--- config.mk ---
export PLATFORM = sky130hd
export DESIGN_NAME = vertex_transform_perspective_divide
export DESIGN_NICKNAME = d
export VERILOG_FILES = /design/src/vtpd_pkg.sv /design/src/vertex_transform_perspective_divide.sv
export VERILOG_INCLUDE_DIRS = /design/src /design/src/src
export SDC_FILE = /design/constraint.sdc
export NUM_CORES = 2
export LEC_CHECK = 0
export BUFFER_PORTS_ARGS = -buffer_cell sky130_fd_sc_hd__buf_2
export CAP_MARGIN = 20
export CELL_PAD_IN_SITES_DETAIL_PLACEMENT = 1
export CELL_PAD_IN_SITES_GLOBAL_PLACEMENT = 1
export CORE_ASPECT_RATIO = 0.5
export CORE_MARGIN = 2
export CORE_UTILIZATION = 53
export CTS_CLUSTER_SIZE = 24
export DETAILED_ROUTE_END_ITERATION = 8
export PLACE_DENSITY_LB_ADDON = 0.1
export SLEW_MARGIN = 5
export SYNTH_ARGS = -nofsm -noshare
export SYNTH_HDL_FRONTEND = slang
export SYNTH_SLANG_ARGS = --single-unit
--- constraint.sdc ---
create_clock -name clk -period 16.3 [get_ports clk]
set_clock_uncertainty 0.2 [all_clocks]
set_input_delay 2.445 -clock clk [delete_from_list [all_inputs] [get_ports clk]]
set_output_delay 2.445 -clock clk [all_outputs]
set_load 0.03 [all_outputs]
--- src/assert_macros.svh ---
// Assertion macros included by the vertex transform RTL.
`ifndef ASSERT_MACROS_SVH
`define ASSERT_MACROS_SVH
`ifndef ASSERT_OFF
`define ASSERT_IMPLIES(label, clk, rst_n, a, b) \
	label: assert property (@(posedge clk) disable iff (!rst_n) (a) |-> (b)) else $error("assertion failed");
`define ASSERT_NEXT(label, clk, rst_n, a, b) \
	label: assert property (@(posedge clk) disable iff (!rst_n) (a) |=> (b)) else $error("assertion failed");
`else
`define ASSERT_IMPLIES(label, clk, rst_n, a, b)
`define ASSERT_NEXT(label, clk, rst_n, a, b)
`endif
`endif

--- src/vtpd_pkg.sv ---
// Package with the state type of the vertex transform block.
package vtpd_pkg;
	typedef enum logic [2:0] {
		ST_IDLE,
		ST_READ,
		ST_MAC,
		ST_DIV,
		ST_OUT
	} state_t;
endpackage

--- src/vertex_transform_perspective_divide.sv ---
// A matrix write is taken while idle and leaves the block idle. A vertex beat goes through a read setup
// state, multiply-accumulate over all 16 matrix elements, a divide of each coordinate by w in turn on
// the bit-serial divider shared by the coordinates, and a load into the output register.
// No new beat is taken until the previous vertex result has been loaded into the output register.
// Reset clears the per-entry written bits so the matrix reads as identity, and clears all control.
`include "assert_macros.svh"
module vertex_transform_perspective_divide #(
	parameter int FRAC_BITS   = 16,
	parameter int COORD_WIDTH = 32
) (
	input  logic                     clk,
	input  logic                     arst_n,
	input  logic                     s_tvalid,
	output logic                     s_tready,
	// mode, elem_index, elem_value, vertex_x, vertex_y, vertex_z
	input  logic [8*((5+4*COORD_WIDTH+7)/8)-1:0] s_tdata,
	output logic                     m_tvalid,
	input  logic                     m_tready,
	// out_x, out_y, out_z
	output logic [8*((3*COORD_WIDTH+7)/8)-1:0] m_tdata,
	// overflow
	output logic                     m_tuser
);
	import vtpd_pkg::*;
	localparam int CW = COORD_WIDTH;
	localparam int AW = 2*CW + 4;
	localparam int NW = AW - FRAC_BITS;
	localparam int DW = NW + FRAC_BITS;
	localparam int QCW = $clog2(DW + 2);
	localparam logic [CW-1:0] ONE = CW'(1) << FRAC_BITS;

	state_t state_q, state_d;
	logic [CW-1:0] mem [16];
	logic [15:0] wr_q;
	logic [CW-1:0] rd_s1;
	logic [3:0] rd_idx_s1;
	logic [1:0] row_q, col_q;
	logic [CW-1:0] vx_q, vy_q, vz_q;
	logic signed [AW-1:0] acc_q;
	logic signed [NW-1:0] w_q, num_q [3];
	logic [1:0] div_row_q;
	logic [QCW-1:0] bit_q;
	logic [DW-1:0] dn_q, dq_q;
	logic [DW:0] rem_q;
	logic [NW-1:0] dd_q;
	logic dneg_q;
	logic [CW-1:0] res_q [3];
	logic ovf_q;
	logic rd_ok_s1;
	logic out_v_q;
	logic [3*CW-1:0] out_data_q;
	logic out_ovf_q;
	logic load_out;

	logic mode;
	logic [3:0] idx;
	logic [CW-1:0] ev, ix, iy, iz;
	assign mode = s_tdata[0];
	assign idx  = s_tdata[4:1];
	assign ev   = s_tdata[5 +: CW];
	assign ix   = s_tdata[5+CW +: CW];
	assign iy   = s_tdata[5+2*CW +: CW];
	assign iz   = s_tdata[5+3*CW +: CW];

	logic take;
	assign s_tready = (state_q == ST_IDLE);
	assign take = s_tvalid && s_tready;
	assign load_out = (state_q == ST_OUT) && (!out_v_q || m_tready);

	always_ff @(posedge clk) begin
		if (take && !mode) begin
			mem[idx] <= ev;
		end
		rd_s1 <= mem[{col_q, row_q}];
		rd_idx_s1 <= {col_q, row_q};
	end

	always_ff @(posedge clk or negedge arst_n) begin
		if (!arst_n) begin
			wr_q <= '0;
		end else if (take && !mode) begin
			wr_q[idx] <= 1'b1;
		end
	end

	logic [CW-1:0] elem;
	always_comb begin
		if (wr_q[rd_idx_s1]) begin
			elem = rd_s1;
		end else if (rd_idx_s1[3:2] == rd_idx_s1[1:0]) begin
			elem = ONE;
		end else begin
			elem = '0;
		end
	end

	logic signed [AW-1:0] term;
	logic [CW-1:0] vsel;
	logic signed [2*CW-1:0] prod;
	always_comb begin
		case (rd_idx_s1[3:2])
			2'd0: vsel = vx_q;
			2'd1: vsel = vy_q;
			2'd2: vsel = vz_q;
			default: vsel = '0;
		endcase
	end

	assign prod = $signed(elem) * $signed(vsel);

	always_comb begin
		if (rd_idx_s1[3:2] == 2'd3) begin
			term = AW'($signed(elem)) <<< FRAC_BITS;
		end else begin
			term = AW'(prod);
		end
	end

	logic signed [AW-1:0] acc_n;
	logic signed [NW-1:0] dot;
	assign acc_n = acc_q + term;
	assign dot = NW'(acc_n >>> FRAC_BITS);

	always_comb begin
		state_d = state_q;
		case (state_q)
			ST_IDLE: if (take && mode) state_d = ST_READ;
			ST_READ: state_d = ST_MAC;
			ST_MAC: if (rd_ok_s1 && rd_idx_s1[3:2] == 2'd3 && rd_idx_s1[1:0] == 2'd2)
					state_d = ST_DIV;
			ST_DIV: if (bit_q == QCW'(DW + 1) && div_row_q == 2'd2) state_d = ST_OUT;
			ST_OUT: if (load_out) state_d = ST_IDLE;
			default: state_d = ST_IDLE;
		endcase
	end

	logic [DW:0] rem_sh, rem_sub;
	logic [NW-1:0] nabs;
	logic [DW-1:0] qv;
	logic [CW-1:0] sat;
	logic sat_ovf;
	always_comb begin
		rem_sh = {rem_q[DW-1:0], dn_q[DW-1]};
		rem_sub = rem_sh - (DW+1)'(dd_q);
		nabs = num_q[div_row_q][NW-1] ? NW'(-num_q[div_row_q]) : num_q[div_row_q];
		qv = dq_q;
		sat_ovf = 1'b0;
		if (!dneg_q) begin
			if (qv > DW'({1'b0, {(CW-1){1'b1}}})) begin
				sat = {1'b0, {(CW-1){1'b1}}};
				sat_ovf = 1'b1;
			end else begin
				sat = qv[CW-1:0];
			end
		end else begin
			if (qv > DW'({1'b1, {(CW-1){1'b0}}})) begin
				sat = {1'b1, {(CW-1){1'b0}}};
				sat_ovf = 1'b1;
			end else begin
				sat = CW'(-qv);
			end
		end
	end

	always_ff @(posedge clk or negedge arst_n) begin
		if (!arst_n) begin
			state_q <= ST_IDLE;
			row_q <= '0;
			col_q <= '0;
			rd_ok_s1 <= 1'b0;
			div_row_q <= '0;
			bit_q <= '0;
			ovf_q <= 1'b0;
		end else begin
			state_q <= state_d;
			case (state_q)
				ST_IDLE: begin
					if (take && mode) begin
						vx_q <= ix;
						vy_q <= iy;
						vz_q <= iz;
						row_q <= 2'd3;
						col_q <= 2'd0;
						ovf_q <= 1'b0;
					end
					rd_ok_s1 <= 1'b0;
				end
				ST_READ, ST_MAC: begin
					rd_ok_s1 <= 1'b1;
					if (col_q == 2'd3) begin
						col_q <= 2'd0;
						row_q <= (row_q == 2'd3) ? 2'd0 : row_q + 2'd1;
					end else begin
						col_q <= col_q + 2'd1;
					end
					if (rd_ok_s1) begin
						if (rd_idx_s1[3:2] == 2'd0) begin
							acc_q <= term;
						end else begin
							acc_q <= acc_n;
						end
						if (rd_idx_s1[3:2] == 2'd3) begin
							if (rd_idx_s1[1:0] == 2'd3) begin
								w_q <= (dot == '0) ? NW'($signed(ONE)) : dot;
							end else begin
								num_q[rd_idx_s1[1:0]] <= dot;
							end
						end
					end
					div_row_q <= '0;
					bit_q <= '0;
				end
				ST_DIV: begin
					if (bit_q == '0) begin
						dn_q <= DW'(nabs) << FRAC_BITS;
						dd_q <= w_q[NW-1] ? NW'(-w_q) : w_q;
						dneg_q <= num_q[div_row_q][NW-1] ^ w_q[NW-1];
						rem_q <= '0;
						dq_q <= '0;
						bit_q <= bit_q + QCW'(1);
					end else if (bit_q == QCW'(DW + 1)) begin
						res_q[div_row_q] <= sat;
						ovf_q <= ovf_q | sat_ovf;
						div_row_q <= div_row_q + 2'd1;
						bit_q <= '0;
					end else begin
						dn_q <= dn_q << 1;
						if (!rem_sub[DW]) begin
							rem_q <= rem_sub;
							dq_q <= {dq_q[DW-2:0], 1'b1};
						end else begin
							rem_q <= rem_sh;
							dq_q <= {dq_q[DW-2:0], 1'b0};
						end
						bit_q <= bit_q + QCW'(1);
					end
				end
				default: ;
			endcase
		end
	end

	always_ff @(posedge clk or negedge arst_n) begin
		if (!arst_n) begin
			out_v_q <= 1'b0;
		end else if (load_out) begin
			out_v_q <= 1'b1;
		end else if (m_tready) begin
			out_v_q <= 1'b0;
		end
	end

	always_ff @(posedge clk) begin
		if (load_out) begin
			out_data_q <= {res_q[2], res_q[1], res_q[0]};
			out_ovf_q <= ovf_q;
		end
	end

	assign m_tvalid = out_v_q;
	assign m_tdata = $bits(m_tdata)'(out_data_q);
	assign m_tuser = out_ovf_q;

	`ASSERT_IMPLIES(a_busy_no_ready, clk, arst_n, state_q != ST_IDLE, !s_tready)
	`ASSERT_NEXT(a_vertex_starts, clk, arst_n, take && mode, state_q == ST_READ)
	`ASSERT_NEXT(a_write_stays_idle, clk, arst_n, take && !mode, state_q == ST_IDLE)
	`ASSERT_IMPLIES(a_div_row_range, clk, arst_n, state_q == ST_DIV, div_row_q != 2'd3)
endmodule

==> flow_summary.yaml <==
outcome:
  status: "completed"
routing:
  wl_per_cell_um: 25.8
  dr.pass1.iters: 6
  ant_nets: 0
  postRouteWirelength_um: 285000
  via_per_inst: 5.85
  vias: 64800
  drt_iter0_markers: 5136
  drc: 0
timing:
  hold_slack_ns: 0.217
  final.setup.tns_ns: 0
  min_period_over_period_pct: 93.8
  rsz0062_at_grt: "false"
  fmax_mhz: 65.4
  hold_violations: 0
  period_needed_ns: 15.29
  slew_headroom_pct: 17.8
  maxSlewViolCount: 0
  worst_slew_pin_slew_ns: 1.23
  final-setup-viol-count: 0
placed_design:
  dp_cells: 10800
  place.gp.congestion: 0.971
  dp_hpwl_um: 213000
  portBuffers: 235
layout:
  drive_above_1_share_pct: 10.8
  fin_cells: 11100
  nets: 10100
  area_delta_synth_final_pct: 8.97
  final_core_util_pct: 57.9
global_routing:
  grt_antenna_before_repair: 14
  grt_start_max_net_pins: 112
  grt_first_pass_wirelength_um: 433000
  grt_pass1_vias: 70700
  grt-ovfl-total: 0
  grt.total_usage_pct: 31.0
yosys:
  synth-async-reset-ratio_pct: 2.52
  synth_edf_count: 1318
  synth_area_leaders: "edfxtp_1, fa_1, inv_1, ha_1, nand2_1"
  synth_seq_area_share_pct: 42.4
  ys.flop_type: "edfxtp_1"
  synth_area_per_cell_um2: 11.6
  yosys.area.top_type: "edfxtp_1"
  synthCells: 8371
  synth_seq_cells: 1389
  synth.net_count: 9913
  synth_top_area_share_pct: 40.8
  synth_area_um2: 97100
  ys_warn_count: 0
  synth_cell_type_count: 87
clock_network:
  cts.sinks: 1389
  cts_hold_buf: 0
  cts_tree: "built"
  clock_path_buffers: 3
  cts-buffers-inserted: 119
  ctsRootBufferMaster: "clkbuf_16"
  worst_skew_pair.late_latency_ns: 0.77
  htreeDepth: 3
  cts.clk_slew.worst_paths_ns: 0.07
floorplanning:
  die_x_um: 609
  core_um2: 183000
  die_h_um: 307
  die_area_um2: 187000
  num_rows: 111
  ios: 239
  initial_utilization_pct: 53.2
critical_path:
  r2r_cells: 48
  end_kind: "flip-flop"
  r2r_end: "w_q[16]"
  critPathRequiredTime_ns: 16.66
  max_stage_delay_ns: 0.99
  r2r-start: "rd_idx_s1[1]"
  critPathMaxFanout: 28
  path_common_cell: "fa_1"
  worstPathArrival_ns: 15.65
  path_class: "reg2reg"
  crit_slowest_cell: "dfxtp_1"
  startpoint: "rd_idx_s1[1]"
  critPathLaunchType: "flip-flop"
  rrSetupSlack_ns: 1.01
run:
  drv_cap: 0
min_path:
  holdPathEnd: "m_tdata[93]"
  min_from: "res_q[2][29]"
  hp-class: "reg2reg"
  hold_depth: 0
[how the worst max path moves through the flow]
stage               endpoint  cells after the start
detailed placement   w_q[16]                     48
CTS                  w_q[16]                     48
global route         w_q[16]                     46
global placement     w_q[16]                     48
floorplan            w_q[16]                     52
finish               w_q[16]                     48
[Yosys cell counts, types with 102 or more instances]
master    instances
a21o_1          112
a21oi_1         312
and2_1          128
clkbuf_1        366
edfxtp_1       1318
fa_1           1084
ha_1            318
inv_1          1120
mux4_2          165
nand2_1        1023
nand3_1         102
nor2_1          766
o21ai_0         330
xnor2_1         241
[layout by cell type, fill, tap and decap left out, types with 27 or more instances in the layout]
master and instances:
fa_1 1084, edfxtp_1 1318, or3_1 32, a31oi_1 27, dfrtp_1 29, and2_1 127
nand3_1 101, xnor2_1 240, xor2_1 98, nor3_1 49, o31ai_1 34, inv_1 1120
a21o_1 112, or2_2 31, buf_4 213, nor2_1 755, o21bai_1 30, ha_1 318
clkbuf_16 119, mux4_2 165, o21ai_0 327, a211oi_1 33, dfxtp_1 33, a21oi_1 300
and3_1 36, nand4_1 49, mux2i_1 87, nand2b_1 30, o21a_1 29, nand2_1 1022
buf_2 235
[area by class of cell]
class,count,area [um2]
inverter,1121,4210
fill,18800,76800
multi-input combinational,5446,50500
clock inverter,75,888
tap,2429,3040
sequential,1389,41200
antenna,9,22.5
clock buffer,149,3150
timing repair buffer,452,2860
[logic make-up after synthesis]
| logic type | share of synthesized area (%) |
|---|---|
| buf+inv | 5.94 |
| compound gates | 6.67 |
| simple gates | 10.7 |
| flops | 42.4 |
| mux | 4.79 |
| xor+xnor | 3.06 |
| fa+ha+maj | 26.4 |
[through the flow]
step / instance area [um2] / worst slack (ns)
after floorplan: 97100 / 2.81
after CTS: 106000 / 0.807
after detailed placement: 102000 / 0.845
after global routing: 106000 / 0.227
final: 106000 / 1.01
after global placement: 102000 / 1.18
[registers in the layout, summed over array words and instances, names as in the netlist, 16 cells and up]
register,count
m_tdata,96
dn_q,52
acc_q,68
mem,512
res_q,96
vz_q,32
w_q,52
rd_s1,32
vy_q,32
dq_q,68
dd_q,52
rem_q,68
num_q,156
vx_q,32
wr_q,16
[metal layers]
layer  global-route usage, %  part of all wire, %  vias to the layer above
li1                        -                    -                    28200
met3                    6.73                  8.2                      559
met5                       0                0.036                        -
met1                    41.1                   41                    33700
met2                    50.8                   47                     2288
met4                    10.9                  4.1                       14
[critical path: cells and delay by family (launching register included)]
kind | cells | cell delay (ns)
AOI/OAI and AO/OA | 17 | 3.70
buffers and inverters | 8 | 1.32
muxes | 2 | 1.22
xor gates and xnor gates | 2 | 0.39
DFF | 1 | 0.99
and+or+nand+nor | 9 | 2.26
adders and majority gates | 10 | 4.97
[repair_timing]
| action | CTS | global route |
|---|---|---|
| setup endpoints to repair | 0 | 1 |
| gates resized for setup | 0 | 1 |
| setup buffers | 0 | 0 |
Power is not shown: default switching activity piles up to over one toggle a cycle in this logic, so the estimate is an artifact.
